## src/hw/rtl/assert_macros.svh

```systemverilog
// ---------------------------------------------------------------------------
// assert_macros.svh
// shared concurrent assertion macros for the rtl
// ---------------------------------------------------------------------------
`ifndef ASSERT_MACROS_SVH
`define ASSERT_MACROS_SVH

// antecedent implies consequent in the same cycle
`define ASSERT_IMPLIES(label, clk, rst, ante, cons) \
   label: assert property (@(posedge clk) disable iff (rst) (ante) |-> (cons)) \
      else $error("assertion failed: implication");

// antecedent implies consequent in the following cycle
`define ASSERT_NEXT(label, clk, rst, ante, cons) \
   label: assert property (@(posedge clk) disable iff (rst) (ante) |=> (cons)) \
      else $error("assertion failed: next-cycle implication");

// expression never holds
`define ASSERT_NEVER(label, clk, rst, expr) \
   label: assert property (@(posedge clk) disable iff (rst) !(expr)) \
      else $error("assertion failed: forbidden condition");

`endif

```

## src/hw/rtl/rbba_fifo.sv

```systemverilog
// ---------------------------------------------------------------------------
// rbba_fifo
// small register queue with full and empty flags
// ---------------------------------------------------------------------------
`include "assert_macros.svh"

module rbba_fifo #(
   parameter int WIDTH = 8,
   parameter int DEPTH = 4
) (
   input  logic             clock,
   input  logic             reset,
   input  logic             push,
   input  logic [WIDTH-1:0] din,
   output logic             full,
   input  logic             pop,
   output logic [WIDTH-1:0] dout,
   output logic             empty
);

   localparam int PTR_W = $clog2(DEPTH);
   localparam int CNT_W = $clog2(DEPTH + 1);

   logic [WIDTH-1:0] mem_ff [DEPTH];
   logic [PTR_W-1:0] wr_ptr_ff, wr_ptr_in;
   logic [PTR_W-1:0] rd_ptr_ff, rd_ptr_in;
   logic [CNT_W-1:0] count_ff, count_in;
   logic             do_push, do_pop;

   assign full    = (count_ff == CNT_W'(DEPTH));
   assign empty   = (count_ff == '0);
   assign do_push = push && !full;
   assign do_pop  = pop && !empty;
   assign dout    = mem_ff[rd_ptr_ff];

   always_comb begin
      wr_ptr_in = wr_ptr_ff;
      rd_ptr_in = rd_ptr_ff;
      count_in  = count_ff;
      if (do_push) begin
         wr_ptr_in = (wr_ptr_ff == PTR_W'(DEPTH - 1)) ? '0 : wr_ptr_ff + 1'b1;
      end
      if (do_pop) begin
         rd_ptr_in = (rd_ptr_ff == PTR_W'(DEPTH - 1)) ? '0 : rd_ptr_ff + 1'b1;
      end
      if (do_push && !do_pop) begin
         count_in = count_ff + 1'b1;
      end else if (do_pop && !do_push) begin
         count_in = count_ff - 1'b1;
      end
   end

   always_ff @(posedge clock) begin
      if (reset) begin
         wr_ptr_ff <= '0;
         rd_ptr_ff <= '0;
         count_ff  <= '0;
      end else begin
         wr_ptr_ff <= wr_ptr_in;
         rd_ptr_ff <= rd_ptr_in;
         count_ff  <= count_in;
      end
   end

   always_ff @(posedge clock) begin
      if (do_push) begin
         mem_ff[wr_ptr_ff] <= din;
      end
   end

   `ASSERT_NEVER(a_count_range, clock, reset, count_ff > CNT_W'(DEPTH))

endmodule

```

## config.mk

```make
export PLATFORM = sky130hd
export DESIGN_NAME = rbba_fifo
export DESIGN_NICKNAME = d
export VERILOG_FILES = /design/src/hw/rtl/rbba_fifo.sv
export VERILOG_INCLUDE_DIRS = /design/src /design/src/hw/rtl
export SDC_FILE = /design/constraint.sdc
export NUM_CORES = 1
export LEC_CHECK = 0
export BUFFER_PORTS_ARGS = -buffer_cell sky130_fd_sc_hd__buf_2
export CAP_MARGIN = 20
export CORE_MARGIN = 2
export CORE_UTILIZATION = 55
export DETAILED_ROUTE_END_ITERATION = 12
export GPL_TIMING_DRIVEN = 0
export MAX_ROUTING_LAYER = met4
export PLACE_DENSITY = 0.77
export SYNTH_ARGS = -nofsm -noshare
export SYNTH_HDL_FRONTEND = slang
export SYNTH_SLANG_ARGS = --single-unit
```

## constraint.sdc

```tcl
create_clock -name clock -period 5.1 [get_ports clock]
set_clock_uncertainty 0.15 [all_clocks]
set_input_delay 1.02 -clock clock [delete_from_list [all_inputs] [get_ports clock]]
set_output_delay 1.02 -clock clock [all_outputs]
set_load 0.05 [all_outputs]
```

==> flow_metrics.tcl <==
set metrics [dict create \
    status "finished, final reports clean" \
    layout_commonest_cell "edfxtp_1" \
    cts-resized-gates 0 \
    grt_pass1_vias 856 \
    finalCritPeriodShare_pct 55.9 \
    cp_slowest_cell "mux4_2" \
    cts_buffer_depth 2 \
    grt_max_degree 13 \
    relSlewSlack_pct 69.0 \
    crit_chain "buf_2 -> mux4_2 -> buf_2" \
    cts_root_buf "clkbuf_4" \
    tns_ns 0 \
    antennaDiodeCount 0 \
    place_inst 143 \
    post_drt_via_cell_ratio 5.51 \
    synthToLayoutAreaGrowth_pct 12.7 \
    hold_path.class "flop to flop" \
    vias 832 \
    cpPeakStageDelay_ns 0.54 \
    gp_congestion 0.743 \
    postCtsSetupRepairBufs 0 \
    crit_buf_inv 2 \
    p_leak_nw 0.697 \
    cts_hold_buf 0 \
    route.detailed.drc 0 \
    placed_area_sq_mm 0.00178 \
    portBuffers 20 \
    final_max_slew_viol_count 0 \
    worstPathArrival_ns 1.68 \
    synth_area_per_cell_sq_um 17.9 \
    synth_edf_count 32 \
    crit_top_cell "buf_2" \
    die-area_sq_mm 0.00345 \
    die_w_um 58.7 \
    cts_buffers 5 \
    setup_viol 0 \
    ys_types 26 \
    required_ns 3.93 \
    r2r_start "count_ff[0]$_SDFFE_PP0P_" \
    power_density_mw_per_mm2 505 \
    ys.warnings.count 0 \
    cp-start-kind "flop" \
    async_reset_ff_share_pct 0 \
    crit_family "multiplexers" \
    htree_levels 2 \
    routed_wl_um 2330 \
    post-route-util_pct 66.1 \
    antenna_found_initial 0 \
    worst-path-max-fanout 8 \
    rows 19 \
    worst_hold_startpoint "rd_ptr_ff[0]$_SDFFE_PP0P_" \
    syn_nets 111 \
    insertion_delay_ns 0.33 \
    critPathKind "flop to output pin" \
    io_pins 22 \
    layoutNonFillerInstCount 151 \
    ys_seq_elements 41 \
    tightest_slew_ns 0.465 \
    final_antenna_net_count 0 \
    dr.pass1.iters 4 \
    ys.flop_type "edfxtp_1" \
    final_cell_mix "32 x edfxtp_1, 21 x buf_2, 9 x dfxtp_1" \
    final_nets 138 \
    synth_area_sq_mm 0.00165 \
    finalCriticalPeriod_ns 2.85 \
    path_clk_slew_ns 0.11 \
    grt_use_total_pct 16.0 \
    cts_tree "done" \
    grt_overflow_total 0 \
    die_y_um 58.7 \
    detail_route.wl_per_cell_um 15.4 \
    end_kind "output pin" \
    synthCells 92 \
    final_hold_viol_count 0 \
    max_freq_mhz 350 \
    peakVddDrop_uv 350 \
    cts_num_sinks 41 \
    drt_iter0_drc 17 \
    coreArea_sq_mm 0.00281 \
    power.total_mw 0.936 \
    drive_gt1_share_pct 39.2 \
    grt_pass1_wl_um 3730 \
    ys_seq_area_share_pct 69.4 \
    start_util_pct 58.7 \
    stdcell_area_sq_mm 0.00185 \
    maxCapViolCount 0 \
    rsz0062_at_grt "false" \
]
logic make-up (layout without fill, tap and decap cells):
kind of cell | count (synthesis) | after routing | share of synthesized area (%)
AO/OA/AOI/OAI | 7 | 7 | 3.04
XOR/XNOR | 2 | 2 | 1.06
adder cells (fa/ha/maj) | 7 | 7 | 5.78
buffers and inverters | 9 | 37 | 2.89
flip-flops | 41 | 41 | 69.4
multiplexers | 10 | 10 | 12.2
AND/OR/NAND/NOR | 16 | 16 | 5.70
flip-flops by register name, summed over array words and instances, names as in the netlist, named ones only:
name / flops
count_ff: 3
rd_ptr_ff: 2
mem_ff: 32
wr_ptr_ff: 2
area by class of cell:
cell class,instances,area (sq um)
sequential,41,1140
multi-input combinational,42,457
fill,203,951
timing repair buffer,20,100
clock buffer,7,65.1
buffer,4,23.8
clock inverter,1,5.00
tap,31,38.8
inverter,5,23.8
per-layer routing:
metal,global-route usage (%),part of all wire [%]
met1,17.7,42
met2,25.7,51
met3,5.05,5.9
met4,8.77,1.7
met5,-,0
Yosys cell counts, types with 2 or more instances:
cell      count  share of area [%]
ha_1          6                4.6
and3_2        4                1.8
mux4_2        8                 11
inv_1         4               0.91
nand3_1       2               0.61
o31ai_2       2                1.5
edfxtp_1     32                 58
a21oi_1       3               0.91
xor2_1        2                1.1
nor2_1        3               0.68
nor3_1        2               0.61
dfxtp_1       9                 11
mux2i_1       2                1.2
worst register-to-register path, stage by stage, from the launching register on:
cell      delay (ns)
dfxtp_1         0.46
or3b_1          0.17
buf_6           0.12
clkinv_4        0.05
nor2_2          0.12
ha_1            0.20
inv_1           0.06
fa_1            0.37
xor2_1          0.16
or3_2           0.41
a21oi_1         0.14
metrics by stage:
| step | setup WS, ns | hold WS, ns |
|---|---|---|
| 5_1_grt | 2.13 | 0.374 |
| 6_report | 2.25 | 0.368 |
| 4_1_cts | 2.20 | 0.359 |
| 3_5_place_dp | 2.15 | 0.341 |
| 3_3_place_gp | 2.23 | 0.327 |
| 2_1_floorplan | 2.43 | 0.313 |
report_power, final:
part / switching (mW) / total (mW) / leakage (nW) / internal [mW]
Clock: 0.0935 / 0.173 / 0.0413 / 0.0800
Combinational: 0.218 / 0.332 / 0.288 / 0.114
Sequential: 0.0239 / 0.431 / 0.367 / 0.407
Total: 0.335 / 0.936 / 0.697 / 0.601
worst paths after layout:
path | cells after the start | end | slack, ns
setup / recovery | 3 | dout[0] | 2.25
hold / removal | 2 | rd_ptr_ff[0]$_SDFFE_PP0P_ | 0.37
setup reg to reg | 10 | count_ff[2]$_SDFFE_PP0P_ | 2.62
hold reg to reg | 2 | rd_ptr_ff[0]$_SDFFE_PP0P_ | 0.37
(Power assumes the default switching activity.)
