### config.mk
export PLATFORM = sky130hd
export DESIGN_NAME = rbba_front
export DESIGN_NICKNAME = d
export VERILOG_FILES = /design/src/hw/rtl/assert_macros.svh /design/src/hw/rtl/rbba_pkg.sv /design/src/hw/rtl/rbba_front.sv
export SDC_FILE = /design/constraint.sdc
export NUM_CORES = 1
export LEC_CHECK = 0
export BUFFER_PORTS_ARGS = -buffer_cell sky130_fd_sc_hd__buf_2
export CAP_MARGIN = 10
export CORE_AREA = 4 4 76 131
export CTS_CLUSTER_SIZE = 25
export DETAILED_ROUTE_END_ITERATION = 16
export DIE_AREA = 0 0 80 135
export PLACE_DENSITY = 0.91
export SYNTH_ARGS = -nofsm -noshare
export SYNTH_HDL_FRONTEND = slang
export SYNTH_SLANG_ARGS = --single-unit
### constraint.sdc
create_clock -name clock -period 7.12 [get_ports clock]
set_clock_uncertainty 0.2 [all_clocks]
set_input_delay 0.356 -clock clock [delete_from_list [all_inputs] [get_ports clock]]
set_output_delay 0.356 -clock clock [all_outputs]
set_load 0.01 [all_outputs]
### src/hw/rtl/assert_macros.svh
// ---------------------------------------------------------------------------
// assert_macros.svh
// shared concurrent assertion macros for the rtl
// ---------------------------------------------------------------------------
`ifndef ASSERT_MACROS_SVH
`define ASSERT_MACROS_SVH

// antecedent implies consequent in the same cycle
`define ASSERT_IMPLIES(label, clk, rst, ante, cons) \
   label: assert property (@(posedge clk) disable iff (rst) (ante) |-> (cons)) \
      else $error("assertion failed: implication");

// antecedent implies consequent in the following cycle
`define ASSERT_NEXT(label, clk, rst, ante, cons) \
   label: assert property (@(posedge clk) disable iff (rst) (ante) |=> (cons)) \
      else $error("assertion failed: next-cycle implication");

// expression never holds
`define ASSERT_NEVER(label, clk, rst, expr) \
   label: assert property (@(posedge clk) disable iff (rst) !(expr)) \
      else $error("assertion failed: forbidden condition");

`endif

### src/hw/rtl/rbba_pkg.sv
// ---------------------------------------------------------------------------
// rbba_pkg
// shared widths, codes and types of the row band box average block
// ---------------------------------------------------------------------------
package rbba_pkg;

   localparam int PIX_W      = 8;
   localparam int KSIZE_W    = 5;
   localparam int CROW_W     = 10;
   localparam int IMG_W      = 11;
   localparam int COLSUM_W   = 12;
   localparam int WSUM_W     = 16;
   localparam int AVG_W      = 16;
   localparam int IDX_W      = 10;
   localparam int CSR_IDX_W  = 2;
   localparam int CSR_DATA_W = 11;

   // divider: dividend is the window sum scaled by 256, divisor is k*k
   localparam int FRAC_W        = 8;
   localparam int DVD_W         = WSUM_W + FRAC_W;
   localparam int DVS_W         = 2 * KSIZE_W;
   localparam int DIV_STEP_BITS = 4;
   localparam int DIV_CYCLES    = DVD_W / DIV_STEP_BITS;
   localparam int DIV_CNT_W     = $clog2(DIV_CYCLES);

   localparam logic [KSIZE_W-1:0] KERNEL_SIZE_RESET  = KSIZE_W'(3);
   localparam logic [CROW_W-1:0]  CENTER_ROW_RESET   = CROW_W'(1);
   localparam logic [IMG_W-1:0]   IMAGE_WIDTH_RESET  = IMG_W'(1024);
   localparam logic [IMG_W-1:0]   IMAGE_HEIGHT_RESET = IMG_W'(1024);

   typedef enum logic [CSR_IDX_W-1:0] {
      CSR_KERNEL_SIZE,
      CSR_CENTER_ROW,
      CSR_IMAGE_WIDTH,
      CSR_IMAGE_HEIGHT
   } csr_index_type;

   typedef struct packed {
      logic [KSIZE_W-1:0] kernel_size;
      logic [CROW_W-1:0]  center_row;
      logic [IMG_W-1:0]   image_width;
      logic [IMG_W-1:0]   image_height;
   } cfg_type;

   typedef enum logic {
      CMD_ERROR,
      CMD_PIXEL
   } cmd_kind_type;

   typedef struct packed {
      cmd_kind_type       kind;
      logic               clr_win;
      logic               in_band;
      logic               first_row;
      logic               last_row;
      logic               sub;
      logic               emit;
      logic               last_win;
      logic [PIX_W-1:0]   pixel;
      logic [KSIZE_W-1:0] kernel_size;
      logic [IDX_W-1:0]   window_index;
   } cmd_type;

   typedef struct packed {
      logic [AVG_W-1:0] window_average;
      logic [IDX_W-1:0] window_index;
      logic             last_window;
      logic             status;
   } res_type;

   typedef enum logic [1:0] {
      B_IDLE,
      B_EXEC,
      B_DIV,
      B_PUSH
   } back_state_type;

endpackage

### src/hw/rtl/rbba_front.sv
// ---------------------------------------------------------------------------
// rbba_front
// pixel intake: setup check, raster position and band classification
// ---------------------------------------------------------------------------
module rbba_front #(
   parameter int MAX_WIDTH  = 1024,
   parameter int MAX_HEIGHT = 1024,
   parameter int MAX_KERNEL = 16
) (
   input  logic                            clock,
   input  logic                            reset,
   input  rbba_pkg::cfg_type               cfg,
   input  logic                            req_push,
   output logic                            req_full,
   input  logic [rbba_pkg::PIX_W-1:0]      req_pixel,
   input  logic                            req_frame_start,
   input  logic                            cq_full,
   output logic                            cq_push,
   output rbba_pkg::cmd_type               cq_cmd,
   output logic [$clog2(MAX_WIDTH)-1:0]    cq_col
);

   import rbba_pkg::*;

   localparam int CW = $clog2(MAX_WIDTH);
   localparam int RW = $clog2(MAX_HEIGHT);
   localparam int PW = (CW > RW) ? CW : RW;
   localparam int AW = ((PW > IMG_W) ? PW : IMG_W) + 1;

   logic [CW-1:0] col_ff, col_in, cur_col;
   logic [RW-1:0] row_ff, row_in, cur_row;
   logic          invalid_ff, invalid_in;

   logic [AW-1:0] k_x, khalf_x, w_x, h_x, cr_x, start_x, end_x;
   logic [AW-1:0] r_x, c_x, c1_x, c2_x, r1_x, idx_x;
   logic          setup_ok, accept, process, in_band, last_row;

   always_comb begin
      k_x     = AW'(cfg.kernel_size);
      khalf_x = k_x >> 1;
      w_x     = AW'(cfg.image_width);
      h_x     = AW'(cfg.image_height);
      cr_x    = AW'(cfg.center_row);
      start_x = cr_x - khalf_x;
      end_x   = start_x + k_x;

      setup_ok = (k_x != '0) && (k_x <= AW'(MAX_KERNEL))
              && (w_x != '0) && (w_x <= AW'(MAX_WIDTH))
              && (h_x != '0) && (h_x <= AW'(MAX_HEIGHT))
              && (k_x <= w_x) && (k_x <= h_x)
              && (cr_x >= khalf_x) && (end_x <= h_x);

      // a frame start restarts counting at the top left corner
      cur_col = req_frame_start ? '0 : col_ff;
      cur_row = req_frame_start ? '0 : row_ff;
      r_x     = AW'(cur_row);
      c_x     = AW'(cur_col);
      c1_x    = c_x + AW'(1);
      c2_x    = c_x + AW'(2);
      r1_x    = r_x + AW'(1);
      idx_x   = c1_x - k_x;

      accept   = req_push && !cq_full;
      process  = setup_ok && (req_frame_start || !invalid_ff);
      in_band  = (r_x >= start_x) && (r_x < end_x);
      last_row = (r_x == end_x - AW'(1));

      cq_cmd.kind         = (req_frame_start && !setup_ok) ? CMD_ERROR : CMD_PIXEL;
      cq_cmd.clr_win      = req_frame_start || (last_row && (c_x == '0));
      cq_cmd.in_band      = in_band;
      cq_cmd.first_row    = (r_x == start_x);
      cq_cmd.last_row     = last_row;
      cq_cmd.sub          = (c_x >= k_x);
      cq_cmd.emit         = in_band && last_row && (c1_x >= k_x) && (c2_x <= w_x);
      cq_cmd.last_win     = (c2_x == w_x);
      cq_cmd.pixel        = req_pixel;
      cq_cmd.kernel_size  = cfg.kernel_size;
      cq_cmd.window_index = idx_x[IDX_W-1:0];
      cq_col              = cur_col;

      cq_push = accept && (req_frame_start || (process && in_band));

      col_in     = col_ff;
      row_in     = row_ff;
      invalid_in = invalid_ff;
      if (accept) begin
         if (req_frame_start) begin
            invalid_in = !setup_ok;
            col_in     = '0;
            row_in     = '0;
         end
         if (process) begin
            if (c1_x >= w_x) begin
               col_in = '0;
               row_in = (r1_x >= h_x) ? '0 : r1_x[RW-1:0];
            end else begin
               col_in = c1_x[CW-1:0];
               row_in = cur_row;
            end
         end
      end
   end

   assign req_full = cq_full;

   always_ff @(posedge clock) begin
      if (reset) begin
         col_ff     <= '0;
         row_ff     <= '0;
         invalid_ff <= 1'b0;
      end else begin
         col_ff     <= col_in;
         row_ff     <= row_in;
         invalid_ff <= invalid_in;
      end
   end

endmodule

==> results of run 1 <==
[state kept, by name (all words and copies together) (netlist names)]
name	flops
row_ff	10
col_ff	10
invalid_ff	1
[per-stage QoR]
| stage | power, mW | utilization |
|---|---|---|
| finish | 0.5710 | 0.6079 |
| global route | 0.6110 | 0.6079 |
| CTS | 0.5644 | 0.6079 |
| detailed placement | 0.4462 | 0.5989 |
| global placement | 0.4294 | 0.5989 |
| floorplan | 0.3671 | - |
[worst max-delay path by stage]
stage | cells past startpoint | to | from
after floorplan | 21 | cq_push | cfg[22]
after global placement | 22 | cq_push | cfg[33]
after detailed placement | 23 | cq_push | cfg[34]
after CTS | 23 | cq_push | cfg[34]
after global routing | 23 | cq_push | cfg[34]
final | 23 | cq_push | cfg[34]
[cells in the final DEF, fill, tap and decap left out, types with 6 or more instances in the layout]
cell | synthesis | final
xnor2_1 | 32 | 32
ha_1 | 99 | 99
a21o_1 | 14 | 14
nand2b_1 | 15 | 15
xor2_1 | 29 | 29
nor3_1 | 14 | 14
nand2_1 | 31 | 31
o21a_1 | 17 | 17
inv_1 | 66 | 66
nor4_1 | 7 | 7
buf_2 | 3 | 76
nand4_1 | 14 | 14
nand3_1 | 25 | 25
and3_1 | 9 | 9
o21ai_0 | 27 | 27
a21oi_1 | 30 | 30
nor2b_1 | 30 | 30
nor2_1 | 40 | 40
dfxtp_1 | 21 | 21
or3_1 | 6 | 6
[cell type report]
| type | instances | area share |
|---|---|---|
| Clock inverter | 1 | 0.0009170 |
| Tap cell | 120 | 0.02751 |
| Timing Repair Buffer | 77 | 0.07107 |
| Inverter | 66 | 0.04539 |
| Clock buffer | 3 | 0.01376 |
| Sequential cell | 21 | 0.07703 |
| Multi-Input combinational cell | 536 | 0.7643 |
[layer usage]
metal / routed length [um] / part of all wire / track usage
met5: 0 / 0 / 0
met4: 1061 / 0.069 / 0.1720
met3: 761 / 0.049 / 0.02737
met2: 8151 / 0.53 / 0.5411
met1: 5425 / 0.35 / 0.2874
[power by group through the flow]
stage               Combinational, mW  Sequential [mW]  Clock, mW
finish                          0.333            0.118      0.120
global route                    0.369            0.118      0.124
CTS                             0.327            0.118      0.119
detailed placement              0.325            0.121          0
global placement                0.309            0.121          0
floorplan                       0.246            0.121          0
[logic make-up after synthesis]
family,count (synthesis),share of synthesized area
compound gates,150,0.2132
xor+xnor,63,0.1138
fa+ha+maj,102,0.2580
buf+inv,101,0.08797
flops,21,0.08350
mux,1,0.001988
simple gates,220,0.2415
[critical path, stage by stage]
cell and delay [ns]:
buf_2 0.18, inv_1 0.14, ha_1 0.31, nor2b_1 0.29, o21a_1 0.16, nor2_1 0.05
xnor2_1 0.15, ha_1 0.34, nor2_1 0.05, a21oi_1 0.21, a21oi_1 0.18, a2111oi_2 0.39
xor2_1 0.37, inv_1 0.12, ha_1 0.31, nand3_1 0.10, o32ai_1 0.29, a31oi_1 0.08
a2111o_1 0.40, nor3b_4 0.55, nand2_1 0.19, o21ai_0 0.20, buf_2 0.16
==> run_results.csv, run 1 <==
group,metric,value,unit
setup_path,worst_ep_arrival_time,5.61,ns
routing,detail_route.wl_per_cell,18.69,um
global_routing,first_global_vias,5207,
hold_path,whs_path_depth,2,
sta,tightest_slew,0.9636,ns
placed_design,post_dp_cell_area,5378,um2
placed_design,placement.setup.worst_slack,1.037,ns
setup_path,endpoint_kind,"output pin",
sta,max_freq,0.1620,GHz
clock_tree,cts-buffers-inserted,3,
placed_design,post-place-cells,820,
routing,initial_drc_count,366,
pwr,power.static_leakage,2.687,nW
setup_path,rrSetupSlack,2.47,ns
global_routing,wire_length_of_the_first_global_routing_pass,24.55,mm
pwr,p_sw_frac,0.4279,
placed_design,port_buffers,76,
layout,finish.net_count,857,
setup_path,r2r_end,"col_ff[8]",
setup_path,setup.worst_path.start_class,"input pin",
routing,drtAntennaViolNets,0,
synthesis,post-synth-top-count-cell,"ha_1",
clock_tree,numClockSinks,21,
global_routing,global_route.usage.total,0.2847,
sta,postLayoutSetupSlackWorst,0.9490,ns
status,failing_checks,"design-rule violations",
floorplan,core_area,8979,um2
pwr,pwr_density_cell,104.6,nW/um2
synthesis,main_flop_type_after_synthesis,"dfxtp_1",
sta,timing.final.crit_period,6.171,ns
clock_tree,clock_tree.buffer_depth,2,
global_routing,grt_antenna_before_repair,0,
clock_tree,clk_pin_slew_worst_paths,0.06,ns
synthesis,syn-mean-instance-area,7.652,um2
layout,fillCellCount,807,
hold_path,hold_end,"row_ff[9]",
pwr,combPwrFrac,0.584,
synthesis,yosysSeqAreaShare,0.08350,
sta,final-hold-violation-count,0,
routing,drt_pre_antenna_iters,12,
sta,rsz0062_at_grt,"no",
layout,footprint_of_the_multi_input_gates,4172,um2
sta,post-route-period-util,0.8667,
pwr,power_frac_clock,0.209,
synthesis,post_synth_most_frequent_cells,"ha_1, inv_1, nor2_1",
routing,drc_errors,1,
synthesis,yosys-top-cells-area,"ha_1, dfxtp_1, xnor2_1",
routing,viasPerCell,6.180,
floorplan,die_w,80,um
sta,setup-violations-final,0,
global_routing,pin_count_of_the_biggest_net_entering_global_routing,41,
routing,wirelength,15.40,mm
clock_tree,ctsResizeCount,0,
synthesis,yosys_register_bits,21,
synthesis,syn_inst,658,
sta,final_layout_worst_hold_slack,0.2972,ns
layout,ff_latch_area,420.4,um2
floorplan,floorplan.die.height,135,um
hold_path,worst_hold_startpoint,"row_ff[9]",
floorplan,floorplan.initialDensity,0.5608,
synthesis,synth_cell_type_count,69,
setup_path,timing_worst_setup_path_type,"input pin to output pin",
pwr,intPower,0.3267,mW
layout,drive_gt1_frac,0.1477,
layout,number_of_diodes,0,
pwr,psw,0.2444,mW
placed_design,dp_hpwl,12.88,mm
pwr,seq_power_share,0.207,
floorplan,die_area,10800,um2
synthesis,synth_area,5035,um2
sta,max-slew-margin-rel,0.3508,
synthesis,synth-edff-count,0,
setup_path,worstReg2RegStart,"col_ff[0]",
setup_path,r2r.worst_path.cells,12,
setup_path,cp_data_required_time,6.56,ns
synthesis,postSynth.asyncResetShare,0,
clock_tree,cts_hold_repair.buffers,0,
setup_path,crit_fanout,15,
clock_tree,htree_levels,1,
layout,design_area,5458,um2
clock_tree,worst_skew_pair.late_latency,0.25,ns
sta,post_route_setup_tns,0,ns
floorplan,boundaryPins,93,
clock_tree,number_of_setup_buffers_added_after_cts,0,
pwr,peakVddDrop,0.1060,mV
global_routing,global_route.overflow_total,0,
sta,report.final.slew_viol_count,0,
synthesis,synth_area_leader_cell,"ha_1",
routing,dr_total_vias,5092,
status,run_status,"finished, violations left",
synthesis,postSynthNetCount,810,
run,maxCapViolCount,0,
layout,finalNonFillerCells,824,
hold_path,hold_path_class,"register to register",
layout,layout-area-overhead-vs-synth,8.400,%
floorplan,rows,46,
clock_tree,tritoncts,"built",
synthesis,synth_top_cell_area_share,0.2460,
synthesis,ys_warn_count,0,
clock_tree,clk_root_buffer_cell,"clkbuf_16",
placed_design,gpl.final_weighted_congestion,1.036,
Power figures use the tool's default switching activity.
==> run 2, diff against run 1 <==
--- a/config.mk
+++ b/config.mk
@@ -5,12 +5,12 @@
 export SDC_FILE = /design/constraint.sdc
 export NUM_CORES = 1
 export LEC_CHECK = 0
-export BUFFER_PORTS_ARGS = -buffer_cell sky130_fd_sc_hd__buf_2
 export CAP_MARGIN = 10
-export CORE_AREA = 4 4 76 131
+export CORE_AREA = 4 4 71 122
 export CTS_CLUSTER_SIZE = 25
 export DETAILED_ROUTE_END_ITERATION = 16
-export DIE_AREA = 0 0 80 135
+export DIE_AREA = 0 0 75 126
+export DONT_BUFFER_PORTS = 1
 export PLACE_DENSITY = 0.91
 export SYNTH_ARGS = -nofsm -noshare
 export SYNTH_HDL_FRONTEND = slang
==> run_results.csv, run 2 (synthesized netlist as in run 1, its figures left out) <==
group,metric,value,unit
setup_path,worst_ep_arrival_time,5.45,ns
routing,drt_pre_antenna_iters,7,
global_routing,first_global_vias,4974,
layout,layout-area-overhead-vs-synth,0.3728,%
hold_path,whs_path_depth,1,
sta,rsz0062_at_grt,"no",
sta,timing.final.crit_period,6.009,ns
placed_design,dp_hpwl,11.87,mm
pwr,peakVddDrop,0.08526,mV
clock_tree,clk_root_buffer_cell,"clkbuf_16",
layout,biggestRegsByFlops,"col_ff (10), row_ff (10), invalid_ff (1)",
hold_path,worst_hold_startpoint,"reset",
setup_path,r2r.worst_path.cells,11,
sta,post-route-period-util,0.8439,
setup_path,endpoint_kind,"output pin",
hold_path,hold_end,"row_ff[4]",
clock_tree,cts-buffers-inserted,3,
routing,wirelength,14.34,mm
floorplan,floorplan.die.height,126,um
layout,final_core_utilization,0.6632,
layout,finalNonFillerCells,718,
hold_path,hold_path_class,"input pin to register",
clock_tree,tritoncts,"built",
routing,detail_route.wl_per_cell,19.97,um
clock_tree,htree_levels,1,
layout,most_frequent_standard_cell_in_the_layout_excluding_fill_and_tap_cells,"ha_1",
global_routing,wire_length_of_the_first_global_routing_pass,23.03,mm
pwr,power.static_leakage,2.374,nW
routing,drtAntennaViolNets,0,
sta,final-hold-violation-count,1,
clock_tree,clk_pin_slew_worst_paths,0.06,ns
sta,max_freq,0.1664,GHz
global_routing,pin_count_of_the_biggest_net_entering_global_routing,41,
routing,initial_drc_count,334,
global_routing,grt_antenna_before_repair,0,
setup_path,setup.worst_path.start_class,"input pin",
layout,footprint_of_the_multi_input_gates,4172,um2
routing,dr_total_vias,4911,
setup_path,r2r_end,"row_ff[8]",
setup_path,cp_data_required_time,6.56,ns
sta,setup-violations-final,0,
layout,finish.net_count,783,
run,maxCapViolCount,0,
floorplan,boundaryPins,93,
clock_tree,clock_tree.buffer_depth,2,
global_routing,global_route.usage.total,0.3045,
floorplan,die_area,9450,um2
clock_tree,numClockSinks,21,
pwr,power,0.5427,mW
setup_path,crit_fanout,15,
floorplan,floorplan.initialDensity,0.6608,
setup_path,rrSetupSlack,2.42,ns
sta,tightest_slew,0.8790,ns
status,failing_checks,"negative hold slack",
floorplan,core_area,7620,um2
clock_tree,worst_skew_pair.late_latency,0.26,ns
pwr,pwr_density_cell,107.4,nW/um2
layout,number_of_diodes,0,
routing,viasPerCell,6.840,
sta,post_route_setup_tns,0,ns
setup_path,worstReg2RegStart,"col_ff[0]",
routing,drc_errors,0,
placed_design,post-place-cells,713,
layout,drive_gt1_frac,0.04444,
placed_design,port_buffers,0,
sta,final_layout_worst_hold_slack,-0.0007673,ns
global_routing,global_route.overflow_total,0,
sta,report.final.slew_viol_count,0,
floorplan,rows,42,
layout,mostFrequentLayoutCells,"ha_1, inv_1, nor2_1",
status,run_status,"finished, violations left",
layout,fillCellCount,623,
floorplan,die_w,75,um
layout,ff_latch_area,420.4,um2
placed_design,gpl.final_weighted_congestion,0.9827,
setup_path,timing_worst_setup_path_type,"input pin to output pin",
sta,max-slew-margin-rel,0.4129,
## run 2: what timing repair did
action	in CTS	in global routing
buffers inserted	0	0
gates resized for setup	0	0
hold endpoints to repair	11	0
hold buffers	1	0
## run 2: final cells by class
class / instances / area share
clock buffers: 4 / 0.01560
inverters: 66 / 0.04902
multi-input cells: 536 / 0.8255
flip-flops and latches: 21 / 0.08319
well taps: 88 / 0.02179
repair buffers: 3 / 0.004952
## run 2: worst max path at each step
stage                 start  endpoint  slack [ns]  cells after the start
finish              cfg[22]   cq_push        1.11                     21
global route        cfg[22]   cq_push        0.70                     21
CTS                 cfg[22]   cq_push        1.15                     21
detailed placement  cfg[22]   cq_push        1.20                     21
global placement    cfg[22]   cq_push        1.31                     21
floorplan           cfg[22]   cq_push        1.98                     21
## run 2: worst max-delay path: stages
cell       delay, ns
inv_1           0.04
ha_1            0.16
inv_1           0.06
fa_1            0.40
a21o_1          0.22
and2_0          0.24
nor2_1          0.15
xnor2_1         0.10
ha_1            0.37
a21oi_1         0.15
a2111oi_2       0.38
xor2_1          0.39
inv_1           0.13
ha_1            0.31
nand3_1         0.08
o32ai_1         0.28
a31oi_1         0.07
a2111o_1        0.40
nor3b_4         0.55
nand2_1         0.19
o21ai_0         0.41
## run 2: stage by stage
stage	cell area [um2]	setup WS [ns]
global placement	4965	1.309
CTS	5054	1.150
finish	5054	1.111
global route	5054	0.7035
floorplan	5035	1.981
detailed placement	4965	1.202
## run 2: per-layer routing
layer / global-route usage / vias up / part of all wire
met1: 0.3030 / 2269 / 0.34
met2: 0.5375 / 255 / 0.51
met4: 0.2138 / 0 / 0.081
met3: 0.05582 / 95 / 0.064
met5: 0 / - / 0
li1: - / 2292 / -
## run 2: report_power, final
part | internal, mW | total [mW] | switching [mW]
Combinational | 0.122 | 0.303 | 0.181
Sequential | 0.118 | 0.118 | 0.000448
Clock | 0.0764 | 0.121 | 0.0447
==> run 3, diff against run 2 <==
--- a/config.mk
+++ b/config.mk
@@ -6,12 +6,12 @@
 export NUM_CORES = 1
 export LEC_CHECK = 0
 export CAP_MARGIN = 10
-export CORE_AREA = 4 4 71 122
+export CORE_AREA = 4 4 75 129
 export CTS_CLUSTER_SIZE = 25
 export DETAILED_ROUTE_END_ITERATION = 16
-export DIE_AREA = 0 0 75 126
+export DIE_AREA = 0 0 79 133
 export DONT_BUFFER_PORTS = 1
-export PLACE_DENSITY = 0.91
+export PLACE_DENSITY = 0.87
 export SYNTH_ARGS = -nofsm -noshare
 export SYNTH_HDL_FRONTEND = slang
 export SYNTH_SLANG_ARGS = --single-unit
==> constraint.sdc (replaced) <==
create_clock -name clock -period 5.05 [get_ports clock]
set_clock_uncertainty 0.2 [all_clocks]
set_input_delay 0.2525 -clock clock [delete_from_list [all_inputs] [get_ports clock]]
set_output_delay 0.2525 -clock clock [all_outputs]
set_load 0.01 [all_outputs]
==> run_results.csv, run 3 (synthesized netlist as in run 1, its figures left out) <==
group,metric,value,unit
placed_design,post-place-cells,777,
sta,final-hold-violation-count,0,
floorplan,boundaryPins,93,
pwr,power.static_leakage,2.645,nW
layout,layout-area-overhead-vs-synth,12.57,%
sta,report.final.slew_viol_count,0,
hold_path,hold_path_class,"input pin to register",
layout,fillCellCount,695,
setup_path,endpoint_kind,"output pin",
routing,dr_total_vias,5143,
pwr,peakVddDrop,0.1063,mV
routing,drtAntennaViolNets,0,
setup_path,setup.worst_path.start_class,"input pin",
sta,final_layout_worst_hold_slack,0.02105,ns
floorplan,die_w,79,um
sta,setup-violations-final,0,
global_routing,top_usage_layer,"met2",
setup_path,rrSetupSlack,0.62,ns
layout,finalNonFillerCells,794,
clock_tree,worst_skew_pair.late_latency,0.25,ns
setup_path,timing_worst_setup_path_type,"input pin to output pin",
routing,drt_pre_antenna_iters,5,
layout,most_frequent_standard_cell_in_the_layout_excluding_fill_and_tap_cells,"ha_1",
layout,drive_gt1_frac,0.1566,
sta,tightest_slew,0.9324,ns
clock_tree,cts-buffers-inserted,3,
pwr,pwr_density_cell,157.1,nW/um2
clock_tree,clk_root_buffer_cell,"clkbuf_16",
clock_tree,htree_levels,1,
placed_design,gpl.final_weighted_congestion,0.9678,
clock_tree,clk_pin_slew_worst_paths,0.05,ns
global_routing,global_route.usage.total,0.2869,
routing,drc_errors,0,
floorplan,rows,45,
global_routing,wire_length_of_the_first_global_routing_pass,24.34,mm
sta,timing.final.crit_period,4.921,ns
setup_path,crit_fanout,4,
placed_design,dp_hpwl,12.78,mm
layout,number_of_diodes,0,
floorplan,core_area,8671,um2
routing,wirelength,15.89,mm
global_routing,pin_count_of_the_biggest_net_entering_global_routing,41,
sta,max_freq,0.2032,GHz
routing,detail_route.wl_per_cell,20.02,um
setup_path,worst_ep_arrival_time,4.47,ns
clock_tree,clock_tree.buffer_depth,2,
clock_tree,numClockSinks,21,
floorplan,die_area,10510,um2
routing,initial_drc_count,337,
pwr,power,0.8907,mW
sta,post-route-period-util,0.9745,
global_routing,use_met2,0.5286,
floorplan,floorplan.die.height,133,um
placed_design,post_dp_cell_area,5264,um2
run,maxCapViolCount,0,
clock_tree,tritoncts,"built",
routing,viasPerCell,6.477,
layout,design_area,5668,um2
global_routing,grt.met3_usage,0.04700,
layout,final_core_utilization,0.6537,
global_routing,grt_antenna_before_repair,0,
sta,max-slew-margin-rel,0.3623,
setup_path,cp_data_required_time,4.60,ns
global_routing,grt.met1_usage,0.2697,
layout,finish.net_count,830,
layout,mostFrequentLayoutCells,"ha_1, inv_1, buf_4",
layout,biggestRegsByFlops,"col_ff (10), row_ff (10), invalid_ff (1)",
floorplan,floorplan.initialDensity,0.5807,
global_routing,global_route.overflow_total,0,
global_routing,first_global_vias,5257,
placed_design,port_buffers,0,
status,run_status,"completed",
run 3: worst paths after layout:
path,start,end,depth (start not counted)
setup reg to reg,col_ff[0],row_ff[8],12
hold / removal,req_frame_start,invalid_ff,3
setup / recovery,cfg[22],cq_push,24
hold reg to reg,row_ff[7],row_ff[7],1
run 3: timing repair:
item                                    CTS  global route
hold buffers                              1             0
setup buffers                             1            11
endpoints found under the setup margin    1            23
endpoints found under the hold margin    17             0
pin swaps                                 1            21
gates resized for setup                   1            41
run 3: metrics by stage:
| stage | worst slack (ns) | TNS [ns] |
|---|---|---|
| after floorplan | 0.1009 | 0 |
| after global placement | 0.005401 | 0 |
| after detailed placement | -0.1698 | -1.943 |
| after CTS | 0.01170 | 0 |
| after global routing | -0.08025 | -0.3159 |
| final | 0.1289 | 0 |
run 3: final cells by class:
| class | count | area [um2] | area share |
|---|---|---|---|
| Clock buffer | 4 | 78.83 | 0.01391 |
| Multi-Input combinational cell | 536 | 4389 | 0.7744 |
| Inverter | 66 | 251.5 | 0.04437 |
| Timing Repair Buffer | 50 | 381.6 | 0.06733 |
| Tap cell | 117 | 146.4 | 0.02583 |
| Sequential cell | 21 | 420.4 | 0.07417 |
run 3: metal layers:
layer  wire, um  part of all wire  vias up
met5          0                 0        -
met4       1463             0.092        0
met3       1045             0.066      105
met2       8122              0.51      271
met1       5261              0.33     2387
li1           -                 -     2380
run 3: power breakdown:
group | switching, mW | internal (mW)
combinational | 0.301 | 0.255
sequential | 0.000623 | 0.166
clock | 0.0595 | 0.108
run 3: critical path, cell delays in order:
cell and delay [ns]:
inv_2 0.04, ha_4 0.13, inv_2 0.04, fa_2 0.38
a21o_1 0.21, and2_4 0.18, nor2_2 0.14, xnor2_2 0.16
ha_4 0.26, buf_4 0.14, a21oi_2 0.23, a31o_2 0.21
a21oi_2 0.06, xnor2_1 0.12, buf_4 0.18, ha_1 0.28
o21a_1 0.20, o32ai_2 0.11, a31oi_1 0.08, a2111o_1 0.37
nor3b_4 0.26, nand2_2 0.10, o21ai_1 0.18, buf_4 0.14
